`src/design/ppd_pkg.sv`:
```
// Shared types and constants for the packed pixmap decoder.
package ppd_pkg;

   // Largest accepted image width and height.
   localparam int MaxDim = 4096;

   // Configuration port geometry.
   localparam int CsrIndexW = 3;
   localparam int CsrDataW  = 16;

   // Result kinds.
   typedef enum logic [1:0] {
      KIND_PIXEL   = 2'd0,
      KIND_PALETTE = 2'd1,
      KIND_ERROR   = 2'd2
   } kind_type;

   // Input item actions.
   localparam logic ACT_DATA  = 1'b0;
   localparam logic ACT_ENTRY = 1'b1;

   // Configuration register indexes.
   typedef enum logic [CsrIndexW-1:0] {
      REG_HEADER_VALID   = 3'd0,
      REG_RAW_ROW_BYTES  = 3'd1,
      REG_IMAGE_WIDTH    = 3'd2,
      REG_IMAGE_HEIGHT   = 3'd3,
      REG_PIXEL_DEPTH    = 3'd4,
      REG_PIXMAP_VERSION = 3'd5,
      REG_PACK_KIND      = 3'd6
   } csr_reg_type;

   // Decoded header, as seen by the datapath.
   typedef struct packed {
      logic        ok;
      logic [1:0]  depth_log;
      logic [12:0] width;
      logic [12:0] height;
      logic [13:0] stride;
   } hdr_type;

   // One unit of work handed from the front end to the emitter.
   typedef struct packed {
      kind_type    kind;
      logic [7:0]  data;
      logic [11:0] x_base;
      logic [3:0]  count;
      logic [11:0] row;
      logic        last_row;
      logic [7:0]  slot;
      logic [7:0]  red;
      logic [7:0]  green;
      logic [7:0]  blue;
   } job_type;

   // One result item.
   typedef struct packed {
      kind_type    kind;
      logic [7:0]  pixel_value;
      logic [11:0] pixel_column;
      logic [11:0] pixel_row;
      logic [7:0]  palette_slot;
      logic [7:0]  slot_red;
      logic [7:0]  slot_green;
      logic [7:0]  slot_blue;
      logic        image_complete;
      logic        last_of_run;
   } rsp_type;

endpackage

```
`src/design/ppd_hdr_check.sv`:
```
// Header validation and decode of the pixmap configuration registers.
module ppd_hdr_check (
   input  logic                 header_valid,
   input  logic [15:0]          raw_row_bytes,
   input  logic signed [15:0]   image_width,
   input  logic signed [15:0]   image_height,
   input  logic signed [15:0]   pixel_depth,
   input  logic signed [15:0]   pixmap_version,
   input  logic signed [15:0]   pack_kind,
   output ppd_pkg::hdr_type     hdr
);

   logic signed [15:0] max_dim_s;
   logic               width_ok;
   logic               height_ok;
   logic               depth_ok;
   logic [1:0]         depth_log;
   logic [15:0]        row_bits;
   logic [16:0]        row_bits_round;
   logic [13:0]        need_bytes;
   logic               stride_ok;

   assign max_dim_s = 16'(ppd_pkg::MaxDim);

   // Size limits on the bounds rectangle.
   assign width_ok  = (image_width >= 16'sd1) && (image_width <= max_dim_s);
   assign height_ok = (image_height >= 16'sd1) && (image_height <= max_dim_s);

   // Only power-of-two depths up to a byte are supported.
   always_comb begin
      depth_ok  = 1'b1;
      depth_log = 2'd0;
      case (pixel_depth)
         16'sd1: depth_log = 2'd0;
         16'sd2: depth_log = 2'd1;
         16'sd4: depth_log = 2'd2;
         16'sd8: depth_log = 2'd3;
         default: begin
            depth_ok  = 1'b0;
            depth_log = 2'd0;
         end
      endcase
   end

   // The stride must hold one row of pixels, rounded up to whole bytes.
   assign row_bits       = {3'd0, image_width[12:0]} << depth_log;
   assign row_bits_round = {1'b0, row_bits} + 17'd7;
   assign need_bytes     = row_bits_round[16:3];
   assign stride_ok      = raw_row_bytes[13:0] >= need_bytes;

   always_comb begin
      hdr.ok        = header_valid && (raw_row_bytes[15:14] == 2'b10) && width_ok &&
                      height_ok && (pixmap_version == 16'sd0) && (pack_kind == 16'sd0) &&
                      depth_ok && stride_ok;
      hdr.depth_log = depth_log;
      hdr.width     = image_width[12:0];
      hdr.height    = image_height[12:0];
      hdr.stride    = raw_row_bytes[13:0];
   end

endmodule

```
`src/design/ppd_front.sv`:
```
// Front end: row and column tracking and decode of each input item into a job.
module ppd_front (
   input  logic                clock,
   input  logic                reset,
   input  logic                accept,
   input  logic                req_action,
   input  logic [7:0]          req_data_byte,
   input  logic signed [15:0]  req_entry_index,
   input  logic [7:0]          req_entry_red,
   input  logic [7:0]          req_entry_green,
   input  logic [7:0]          req_entry_blue,
   input  ppd_pkg::hdr_type    hdr,
   output ppd_pkg::job_type    job,
   output logic                job_load
);

   logic [13:0] byte_column_ff, byte_column_in;
   logic [12:0] current_row_ff, current_row_in;
   logic        rows_finished_ff, rows_finished_in;

   logic [1:0]  per_log;
   logic [3:0]  per_byte;
   logic [16:0] x_base;
   logic [16:0] remain;
   logic        in_image;
   logic        at_end;
   logic [14:0] col_next;
   logic        row_end;
   logic [12:0] row_next;
   logic        has_result;

   // Pixels per byte and the first pixel column of this byte.
   assign per_log  = 2'd3 - hdr.depth_log;
   assign per_byte = 4'd1 << per_log;
   assign x_base   = {3'd0, byte_column_ff} << per_log;
   assign in_image = x_base < {4'd0, hdr.width};
   assign remain   = {4'd0, hdr.width} - x_base;

   assign at_end   = rows_finished_ff || (current_row_ff >= hdr.height);
   assign col_next = {1'b0, byte_column_ff} + 15'd1;
   assign row_end  = col_next >= {1'b0, hdr.stride};
   assign row_next = current_row_ff + 13'd1;

   // Build the job for the item on the request port.
   always_comb begin
      job        = '0;
      has_result = 1'b0;
      if (!hdr.ok) begin
         job.kind   = ppd_pkg::KIND_ERROR;
         has_result = 1'b1;
      end else if (req_action == ppd_pkg::ACT_ENTRY) begin
         job.kind   = ppd_pkg::KIND_PALETTE;
         job.slot   = req_entry_index[7:0];
         job.red    = req_entry_red;
         job.green  = req_entry_green;
         job.blue   = req_entry_blue;
         has_result = (req_entry_index[15:8] == 8'd0);
      end else begin
         job.kind     = ppd_pkg::KIND_PIXEL;
         job.data     = req_data_byte;
         job.x_base   = x_base[11:0];
         job.count    = (remain < {13'd0, per_byte}) ? remain[3:0] : per_byte;
         job.row      = current_row_ff[11:0];
         job.last_row = (current_row_ff == (hdr.height - 13'd1));
         has_result   = !at_end && in_image;
      end
   end

   assign job_load = accept && has_result;

   // Advance the byte position on every transfer of a pixel data byte under a valid header.
   always_comb begin
      byte_column_in   = byte_column_ff;
      current_row_in   = current_row_ff;
      rows_finished_in = rows_finished_ff;
      if (accept && hdr.ok && (req_action == ppd_pkg::ACT_DATA)) begin
         if (at_end) begin
            rows_finished_in = 1'b1;
         end else if (row_end) begin
            byte_column_in = '0;
            current_row_in = row_next;
            if (row_next >= hdr.height) begin
               rows_finished_in = 1'b1;
            end
         end else begin
            byte_column_in = col_next[13:0];
         end
      end
   end

   always_ff @(posedge clock) begin
      if (reset) begin
         byte_column_ff   <= '0;
         current_row_ff   <= '0;
         rows_finished_ff <= 1'b0;
      end else begin
         byte_column_ff   <= byte_column_in;
         current_row_ff   <= current_row_in;
         rows_finished_ff <= rows_finished_in;
      end
   end

endmodule

```
`src/design/ppd_emit.sv`:
```
// Emitter: holds one job; its results enter the result register one per unstalled cycle.
module ppd_emit (
   input  logic                clock,
   input  logic                reset,
   input  logic                job_load,
   input  ppd_pkg::job_type    job,
   input  ppd_pkg::hdr_type    hdr,
   output logic                load_ready,
   output logic                rsp_valid,
   input  logic                rsp_ready,
   output ppd_pkg::rsp_type    rsp
);

   logic              busy_ff, busy_in;
   ppd_pkg::job_type  job_ff, job_in;
   logic [2:0]        step_ff, step_in;
   logic [7:0]        shift_ff, shift_in;
   logic              out_valid_ff, out_valid_in;
   ppd_pkg::rsp_type  out_ff, out_in;

   logic              advance;
   logic              is_last;
   logic [11:0]       column;
   logic [7:0]        shifted;
   ppd_pkg::rsp_type  result;

   // A result moves on whenever the result register is free or being emptied.
   assign advance    = busy_ff && (!out_valid_ff || rsp_ready);
   assign is_last    = (job_ff.kind != ppd_pkg::KIND_PIXEL) ||
                       ({1'b0, step_ff} == (job_ff.count - 4'd1));
   assign load_ready = !busy_ff || (advance && is_last);
   assign column     = job_ff.x_base + {9'd0, step_ff};

   // Current pixel sits in the top bits; the next one follows after a shift.
   always_comb begin
      case (hdr.depth_log)
         2'd0: shifted = {shift_ff[6:0], 1'b0};
         2'd1: shifted = {shift_ff[5:0], 2'b0};
         2'd2: shifted = {shift_ff[3:0], 4'b0};
         2'd3: shifted = 8'd0;
         default: shifted = 8'd0;
      endcase
   end

   // Format the result of the current step.
   always_comb begin
      result             = '0;
      result.kind        = job_ff.kind;
      result.last_of_run = is_last;
      case (job_ff.kind)
         ppd_pkg::KIND_PIXEL: begin
            case (hdr.depth_log)
               2'd0: result.pixel_value = {7'd0, shift_ff[7]};
               2'd1: result.pixel_value = {6'd0, shift_ff[7:6]};
               2'd2: result.pixel_value = {4'd0, shift_ff[7:4]};
               2'd3: result.pixel_value = shift_ff;
               default: result.pixel_value = 8'd0;
            endcase
            result.pixel_column   = column;
            result.pixel_row      = job_ff.row;
            result.image_complete = job_ff.last_row &&
                                    ({1'b0, column} == (hdr.width - 13'd1));
         end
         ppd_pkg::KIND_PALETTE: begin
            result.palette_slot = job_ff.slot;
            result.slot_red     = job_ff.red;
            result.slot_green   = job_ff.green;
            result.slot_blue    = job_ff.blue;
         end
         default: begin
            result.last_of_run = 1'b1;
         end
      endcase
   end

   // Job register and step counter.
   always_comb begin
      busy_in  = busy_ff;
      job_in   = job_ff;
      step_in  = step_ff;
      shift_in = shift_ff;
      if (job_load) begin
         busy_in  = 1'b1;
         job_in   = job;
         step_in  = '0;
         shift_in = job.data;
      end else if (advance && is_last) begin
         busy_in = 1'b0;
      end else if (advance) begin
         step_in  = step_ff + 3'd1;
         shift_in = shifted;
      end
   end

   // Result register.
   always_comb begin
      out_valid_in = out_valid_ff;
      out_in       = out_ff;
      if (advance) begin
         out_valid_in = 1'b1;
         out_in       = result;
      end else if (rsp_ready) begin
         out_valid_in = 1'b0;
      end
   end

   always_ff @(posedge clock) begin
      if (reset) begin
         busy_ff      <= 1'b0;
         out_valid_ff <= 1'b0;
      end else begin
         busy_ff      <= busy_in;
         out_valid_ff <= out_valid_in;
      end
   end

   always_ff @(posedge clock) begin
      job_ff   <= job_in;
      step_ff  <= step_in;
      shift_ff <= shift_in;
      out_ff   <= out_in;
   end

   assign rsp_valid = out_valid_ff;
   assign rsp       = out_ff;

endmodule

```
`src/design/packed_pixmap_decoder.sv`:
```
// Top level of the packed pixmap decoder: configuration registers and datapath.
//
// Decodes an indexed pixmap: the header lives in seven configuration registers, and
// each input transfer is either one packed pixel data byte or one colour table entry.
// A data byte expands into up to 8/depth pixel results, a valid colour entry into one
// palette write, and every item under a bad header into one format error. Results
// leave one per cycle from a single emitter unless the result side stalls; a data byte
// gives one result per visible pixel (1 to 8 at depth 1, 1 to 4 at depth 2, 1 to 2 at
// depth 4, 1 at depth 8), and palette writes and errors one each. Items that produce
// nothing (padding bytes, data past the last row, out-of-range colour indexes) are
// absorbed at one per cycle while the emitter can take a job. With the result side
// always ready, a single-result item follows its predecessor in the next cycle; an
// item's first result passes the job register, then the result register.
// Configuration must only be written while no results are outstanding.
module packed_pixmap_decoder (
   input  logic                clock,
   input  logic                reset,
   // Request channel
   input  logic                req_valid,
   output logic                req_ready,
   input  logic                req_action,
   input  logic [7:0]          req_data_byte,
   input  logic signed [15:0]  req_entry_index,
   input  logic [7:0]          req_entry_red,
   input  logic [7:0]          req_entry_green,
   input  logic [7:0]          req_entry_blue,
   // Result channel
   output logic                rsp_valid,
   input  logic                rsp_ready,
   output logic [1:0]          rsp_kind,
   output logic [7:0]          rsp_pixel_value,
   output logic [11:0]         rsp_pixel_column,
   output logic [11:0]         rsp_pixel_row,
   output logic [7:0]          rsp_palette_slot,
   output logic [7:0]          rsp_slot_red,
   output logic [7:0]          rsp_slot_green,
   output logic [7:0]          rsp_slot_blue,
   output logic                rsp_image_complete,
   output logic                rsp_last_of_run,
   // Configuration write port
   input  logic                                csr_write_en,
   input  logic [ppd_pkg::CsrIndexW-1:0]      csr_index,
   input  logic [ppd_pkg::CsrDataW-1:0]       csr_wdata
);

   logic        header_valid_ff;
   logic [15:0] raw_row_bytes_ff;
   logic [15:0] image_width_ff;
   logic [15:0] image_height_ff;
   logic [15:0] pixel_depth_ff;
   logic [15:0] pixmap_version_ff;
   logic [15:0] pack_kind_ff;

   ppd_pkg::hdr_type hdr;
   ppd_pkg::job_type job;
   ppd_pkg::rsp_type rsp;
   logic             job_load;
   logic             load_ready;
   logic             accept;

   // Configuration registers.
   always_ff @(posedge clock) begin
      if (reset) begin
         header_valid_ff   <= 1'b0;
         raw_row_bytes_ff  <= '0;
         image_width_ff    <= '0;
         image_height_ff   <= '0;
         pixel_depth_ff    <= '0;
         pixmap_version_ff <= '0;
         pack_kind_ff      <= '0;
      end else if (csr_write_en) begin
         case (ppd_pkg::csr_reg_type'(csr_index))
            ppd_pkg::REG_HEADER_VALID:   header_valid_ff   <= csr_wdata[0];
            ppd_pkg::REG_RAW_ROW_BYTES:  raw_row_bytes_ff  <= csr_wdata;
            ppd_pkg::REG_IMAGE_WIDTH:    image_width_ff    <= csr_wdata;
            ppd_pkg::REG_IMAGE_HEIGHT:   image_height_ff   <= csr_wdata;
            ppd_pkg::REG_PIXEL_DEPTH:    pixel_depth_ff    <= csr_wdata;
            ppd_pkg::REG_PIXMAP_VERSION: pixmap_version_ff <= csr_wdata;
            ppd_pkg::REG_PACK_KIND:      pack_kind_ff      <= csr_wdata;
            default: ;
         endcase
      end
   end

   ppd_hdr_check u_hdr_check (
      .header_valid   (header_valid_ff),
      .raw_row_bytes  (raw_row_bytes_ff),
      .image_width    ($signed(image_width_ff)),
      .image_height   ($signed(image_height_ff)),
      .pixel_depth    ($signed(pixel_depth_ff)),
      .pixmap_version ($signed(pixmap_version_ff)),
      .pack_kind      ($signed(pack_kind_ff)),
      .hdr            (hdr)
   );

   // A request transfers whenever the emitter can take a new job.
   assign req_ready = load_ready;
   assign accept    = req_valid && req_ready;

   ppd_front u_front (
      .clock           (clock),
      .reset           (reset),
      .accept          (accept),
      .req_action      (req_action),
      .req_data_byte   (req_data_byte),
      .req_entry_index (req_entry_index),
      .req_entry_red   (req_entry_red),
      .req_entry_green (req_entry_green),
      .req_entry_blue  (req_entry_blue),
      .hdr             (hdr),
      .job             (job),
      .job_load        (job_load)
   );

   ppd_emit u_emit (
      .clock      (clock),
      .reset      (reset),
      .job_load   (job_load),
      .job        (job),
      .hdr        (hdr),
      .load_ready (load_ready),
      .rsp_valid  (rsp_valid),
      .rsp_ready  (rsp_ready),
      .rsp        (rsp)
   );

   // Result fields.
   assign rsp_kind           = rsp.kind;
   assign rsp_pixel_value    = rsp.pixel_value;
   assign rsp_pixel_column   = rsp.pixel_column;
   assign rsp_pixel_row      = rsp.pixel_row;
   assign rsp_palette_slot   = rsp.palette_slot;
   assign rsp_slot_red       = rsp.slot_red;
   assign rsp_slot_green     = rsp.slot_green;
   assign rsp_slot_blue      = rsp.slot_blue;
   assign rsp_image_complete = rsp.image_complete;
   assign rsp_last_of_run    = rsp.last_of_run;

endmodule

```
`config.mk`:
```
export PLATFORM = sky130hd
export DESIGN_NAME = packed_pixmap_decoder
export DESIGN_NICKNAME = d
export VERILOG_FILES = /design/src/design/ppd_pkg.sv /design/src/design/ppd_hdr_check.sv /design/src/design/ppd_front.sv /design/src/design/ppd_emit.sv /design/src/design/packed_pixmap_decoder.sv
export SDC_FILE = /design/constraint.sdc
export NUM_CORES = 1
export LEC_CHECK = 0
export BUFFER_PORTS_ARGS = -buffer_cell sky130_fd_sc_hd__clkbuf_2
export CORE_ASPECT_RATIO = 0.7
export CORE_MARGIN = 1
export CORE_UTILIZATION = 55
export DETAILED_ROUTE_END_ITERATION = 10
export PLACE_DENSITY = 0.8
export RECOVER_POWER = 25
export SLEW_MARGIN = 20
export SYNTH_ARGS = -nofsm -noshare
export SYNTH_HDL_FRONTEND = slang
export SYNTH_SLANG_ARGS = --single-unit
```
`constraint.sdc`:
```
create_clock -name clock -period 7.7 [get_ports clock]
set_input_delay 0.77 -clock clock [delete_from_list [all_inputs] [get_ports clock]]
set_output_delay 0.77 -clock clock [all_outputs]
set_load 0.03 [all_outputs]
```
==> flow_summary.json <==
{
  "clock-sinks": 269,
  "die_w_um": 199.4,
  "holdWs_ps": 459.2,
  "cts_made_buffers": 26,
  "irDropWorstVdd_v": 0.0001536,
  "maxCapViolations": 3,
  "areaGrowthSynthToFinish_pct": 12.41,
  "clk_pin_slew_ps": 60,
  "finalPower_mw": 3.229,
  "cp_data_arrival_time_ps": 7310,
  "worstSetupEndpointType": "flop",
  "grt-ovfl-total": 0,
  "yosys_warnings": 0,
  "fin_tns_setup_ps": 0,
  "worstSetupStartpointType": "flop",
  "synthCells": 1677,
  "pwr-share-seq_pct": 48.7,
  "power.share.switching_pct": 25.95,
  "rows": 50,
  "cts_tree": "yes",
  "vias": 12970,
  "yosysTopAreaCell": "edfxtp_1",
  "synth.top_cells.by_area": "edfxtp_1 (28%), dfxtp_1 (17%), nand2_1 (7.5%)",
  "cts_resized": 0,
  "antenna_found_initial": 0,
  "grt_pass1_wl_mm": 63.10,
  "die_area_mm2": 0.02794,
  "yosysSeqAreaShare_pct": 45.19,
  "fillers": 2204,
  "ctsLongestPathBuffers": 3,
  "synth_fp_nets": 1833,
  "tightestPinTransition_ps": 3596,
  "remaining_drc_errors": 0,
  "htree_levels": 1,
  "pwr-share-clk_pct": 39.5,
  "drtPass1Iterations": 6,
  "gr-usage-all-layers_pct": 28.67,
  "drt-total-wl_mm": 40.83,
  "ff_latch_area_mm2": 0.006777,
  "clock.fmax_mhz": 142.1,
  "fin_crit_sh_pct": 91.37,
  "cts_root_buf": "clkbuf_16",
  "initial_core_util_pct": 56.00,
  "ys_types": 75,
  "setup_viol": 0,
  "port_buffers": 142,
  "maxSlewViolCount": 200,
  "dpl.hpwl_mm": 29.94,
  "max_slew_margin_pct": -139.7,
  "p_leak_nw": 6.597,
  "power_switching_uw": 837.9,
  "wire_per_inst_um": 18.88,
  "grt_max_degree": 73,
  "violations": "capacitance limit, slew limit",
  "final_nets": 1935,
  "synth_edf_count": 139,
  "outcome": "finished, violations left",
  "fp.dieH_um": 140.2,
  "hold_viol": 0,
  "drive_above_1_share_pct": 12.62,
  "place_congestion": 0.9478,
  "fin_skew_ps": 22.97,
  "path_class": "reg2reg",
  "cts_setup_buffers": 0,
  "ys.flop_type": "edfxtp_1",
  "first_iter_violations": 1467,
  "rsz0062_at_grt": "no",
  "antenna_cells": 0,
  "insertion_delay_ps": 540,
  "async_reset_ff_share_pct": 0,
  "multi_input_area_mm2": 0.007685,
  "hold_path_class": "reg2reg",
  "cts_hold_buf": 0,
  "netlist.area_leader.share_pct": 27.83,
  "syn_area_mm2": 0.01500,
  "combPwrFrac_pct": 11.9,
  "worstPathRequired_ps": 7970,
  "antenna_left": 0,
  "fin_crit_ps": 7036,
  "grt_pass1_vias": 11720,
  "power-per-cell-area_mw_per_mm2": 191.5,
  "p_int_mw": 2.391,
  "ys_ff_latch": 269,
  "synth_area_per_cell_um2": 8.942,
  "crit_fanout": 32,
  "routed_via_density": 5.994,
  "pin_count": 143,
  "core_mm2": 0.02678
}
[kinds of logic after synthesis]
family | share of synthesized area [%]
xor+xnor | 5.841
other cells | 0.02501
simple gates | 23.61
fa+ha+maj | 7.025
mux | 1.602
flops | 45.19
buf+inv | 3.813
compound gates | 12.89
[per-stage QoR]
step | cells | instance area, µm² | worst slack (ps) | utilization [%]
finish | 2163 | 16860 | 664.3 | 62.95
global placement | 2115 | 16000 | 938.4 | 59.76
global route | 2163 | 16860 | 185.5 | 62.95
detailed placement | 2115 | 16000 | 768.9 | 59.76
CTS | 2163 | 16870 | 746.3 | 62.99
floorplan | 1677 | 15000 | 703.4 | -
[state kept, by name, indices dropped and copies added (netlist names)]
name and cells:
u_front.current_row_ff 13, u_emit.busy_ff 1, pixmap_version_ff 16, pixel_depth_ff 16, u_emit.step_ff 3, image_height_ff 16
raw_row_bytes_ff 16, u_emit.rsp_valid 1, u_emit.shift_ff 8, image_width_ff 16, u_emit.job_ff 63, header_valid_ff 1
u_emit.rsp 68, u_front.byte_column_ff 14, u_front.rows_finished_ff 1, pack_kind_ff 16
[worst max-delay path: stages (launching register included)]
cell and delay, ps:
dfxtp_1 310, nor4_1 510, nand4b_1 420, nor2_1 210, buf_4 290, mux2_2 380
or2_2 340, nor4_4 430, mux2_2 390, o311a_1 110, ha_1 300, nand4_1 100
o41ai_1 360, a21o_1 120, a21oi_1 70, o221a_2 320, or4_2 1010, nor4_2 830
a21o_1 220, a21oi_1 50
[area by class of cell]
class	count	area share, %
clock buffers	32	4.550
clock inverters	16	0.5790
inverters	66	1.470
multi-input cells	1257	45.59
flip-flops and latches	269	40.20
well taps	364	2.702
repair buffers	159	4.906
[cell usage in the layout (no fill, tap or decap), drive strengths merged, types with 14 or more instances in the layout]
master    n
mux2i    18
dfxtp   130
buf      15
nor3     34
nor2    110
o21ai    50
a21o     21
nand3    57
nand4    22
a21oi   167
and3     47
nor4     29
and2     53
edfxtp  139
xnor2    62
nand2   300
nor2b    14
clkbuf  176
xor2     38
inv      71
ha       81
[final timing paths]
check / from / to / slack (ps) / cells after the start
worst min register to register: image_width_ff[14] / image_width_ff[14] / 460 / 2
worst min-delay path: image_width_ff[14] / image_width_ff[14] / 460 / 2
worst max-delay path: pixel_depth_ff[6] / u_front.current_row_ff[11] / 660 / 19
worst max register to register: pixel_depth_ff[6] / u_front.current_row_ff[11] / 660 / 19
[Yosys cell counts, types with 4 or more instances]
master and count:
nand2_1 300, a21oi_1 167, edfxtp_1 139, dfxtp_1 130, nor2_1 110, ha_1 81, clkbuf_1 76, inv_1 66
xnor2_1 62, nand3_1 56, and2_1 53, o21ai_0 50, and3_1 47, xor2_1 38, nor3_1 33, nor4_1 27
nand4_1 22, a21o_1 21, mux2i_1 18, nor2b_1 14, nand2b_1 11, o211ai_1 10, or3_1 10, a211oi_1 9
nand3b_1 8, a31oi_1 7, nor3b_1 7, a21boi_0 5, buf_1 5, or2_2 5, a22o_1 4, buf_2 4
mux2_2 4, nand4b_1 4, o2111ai_1 4, o211a_1 4, or4_1 4
[power by group through the flow]
stage | logic [mW] | clock network [mW] | registers (mW)
2_1_floorplan | 0.235 | 0 | 1.62
3_3_place_gp | 0.363 | 0 | 1.60
3_5_place_dp | 0.373 | 0 | 1.60
4_1_cts | 0.375 | 1.28 | 1.57
5_1_grt | 0.413 | 1.33 | 1.57
6_report | 0.383 | 1.27 | 1.57
[per-layer routing]
layer	wire length [µm]	track usage (%)
met1	17490	41.57
met2	17680	42.95
met3	4732	6.549
met4	932	7.513
met5	0	0
Note: power is estimated with default switching activity, not from simulation.
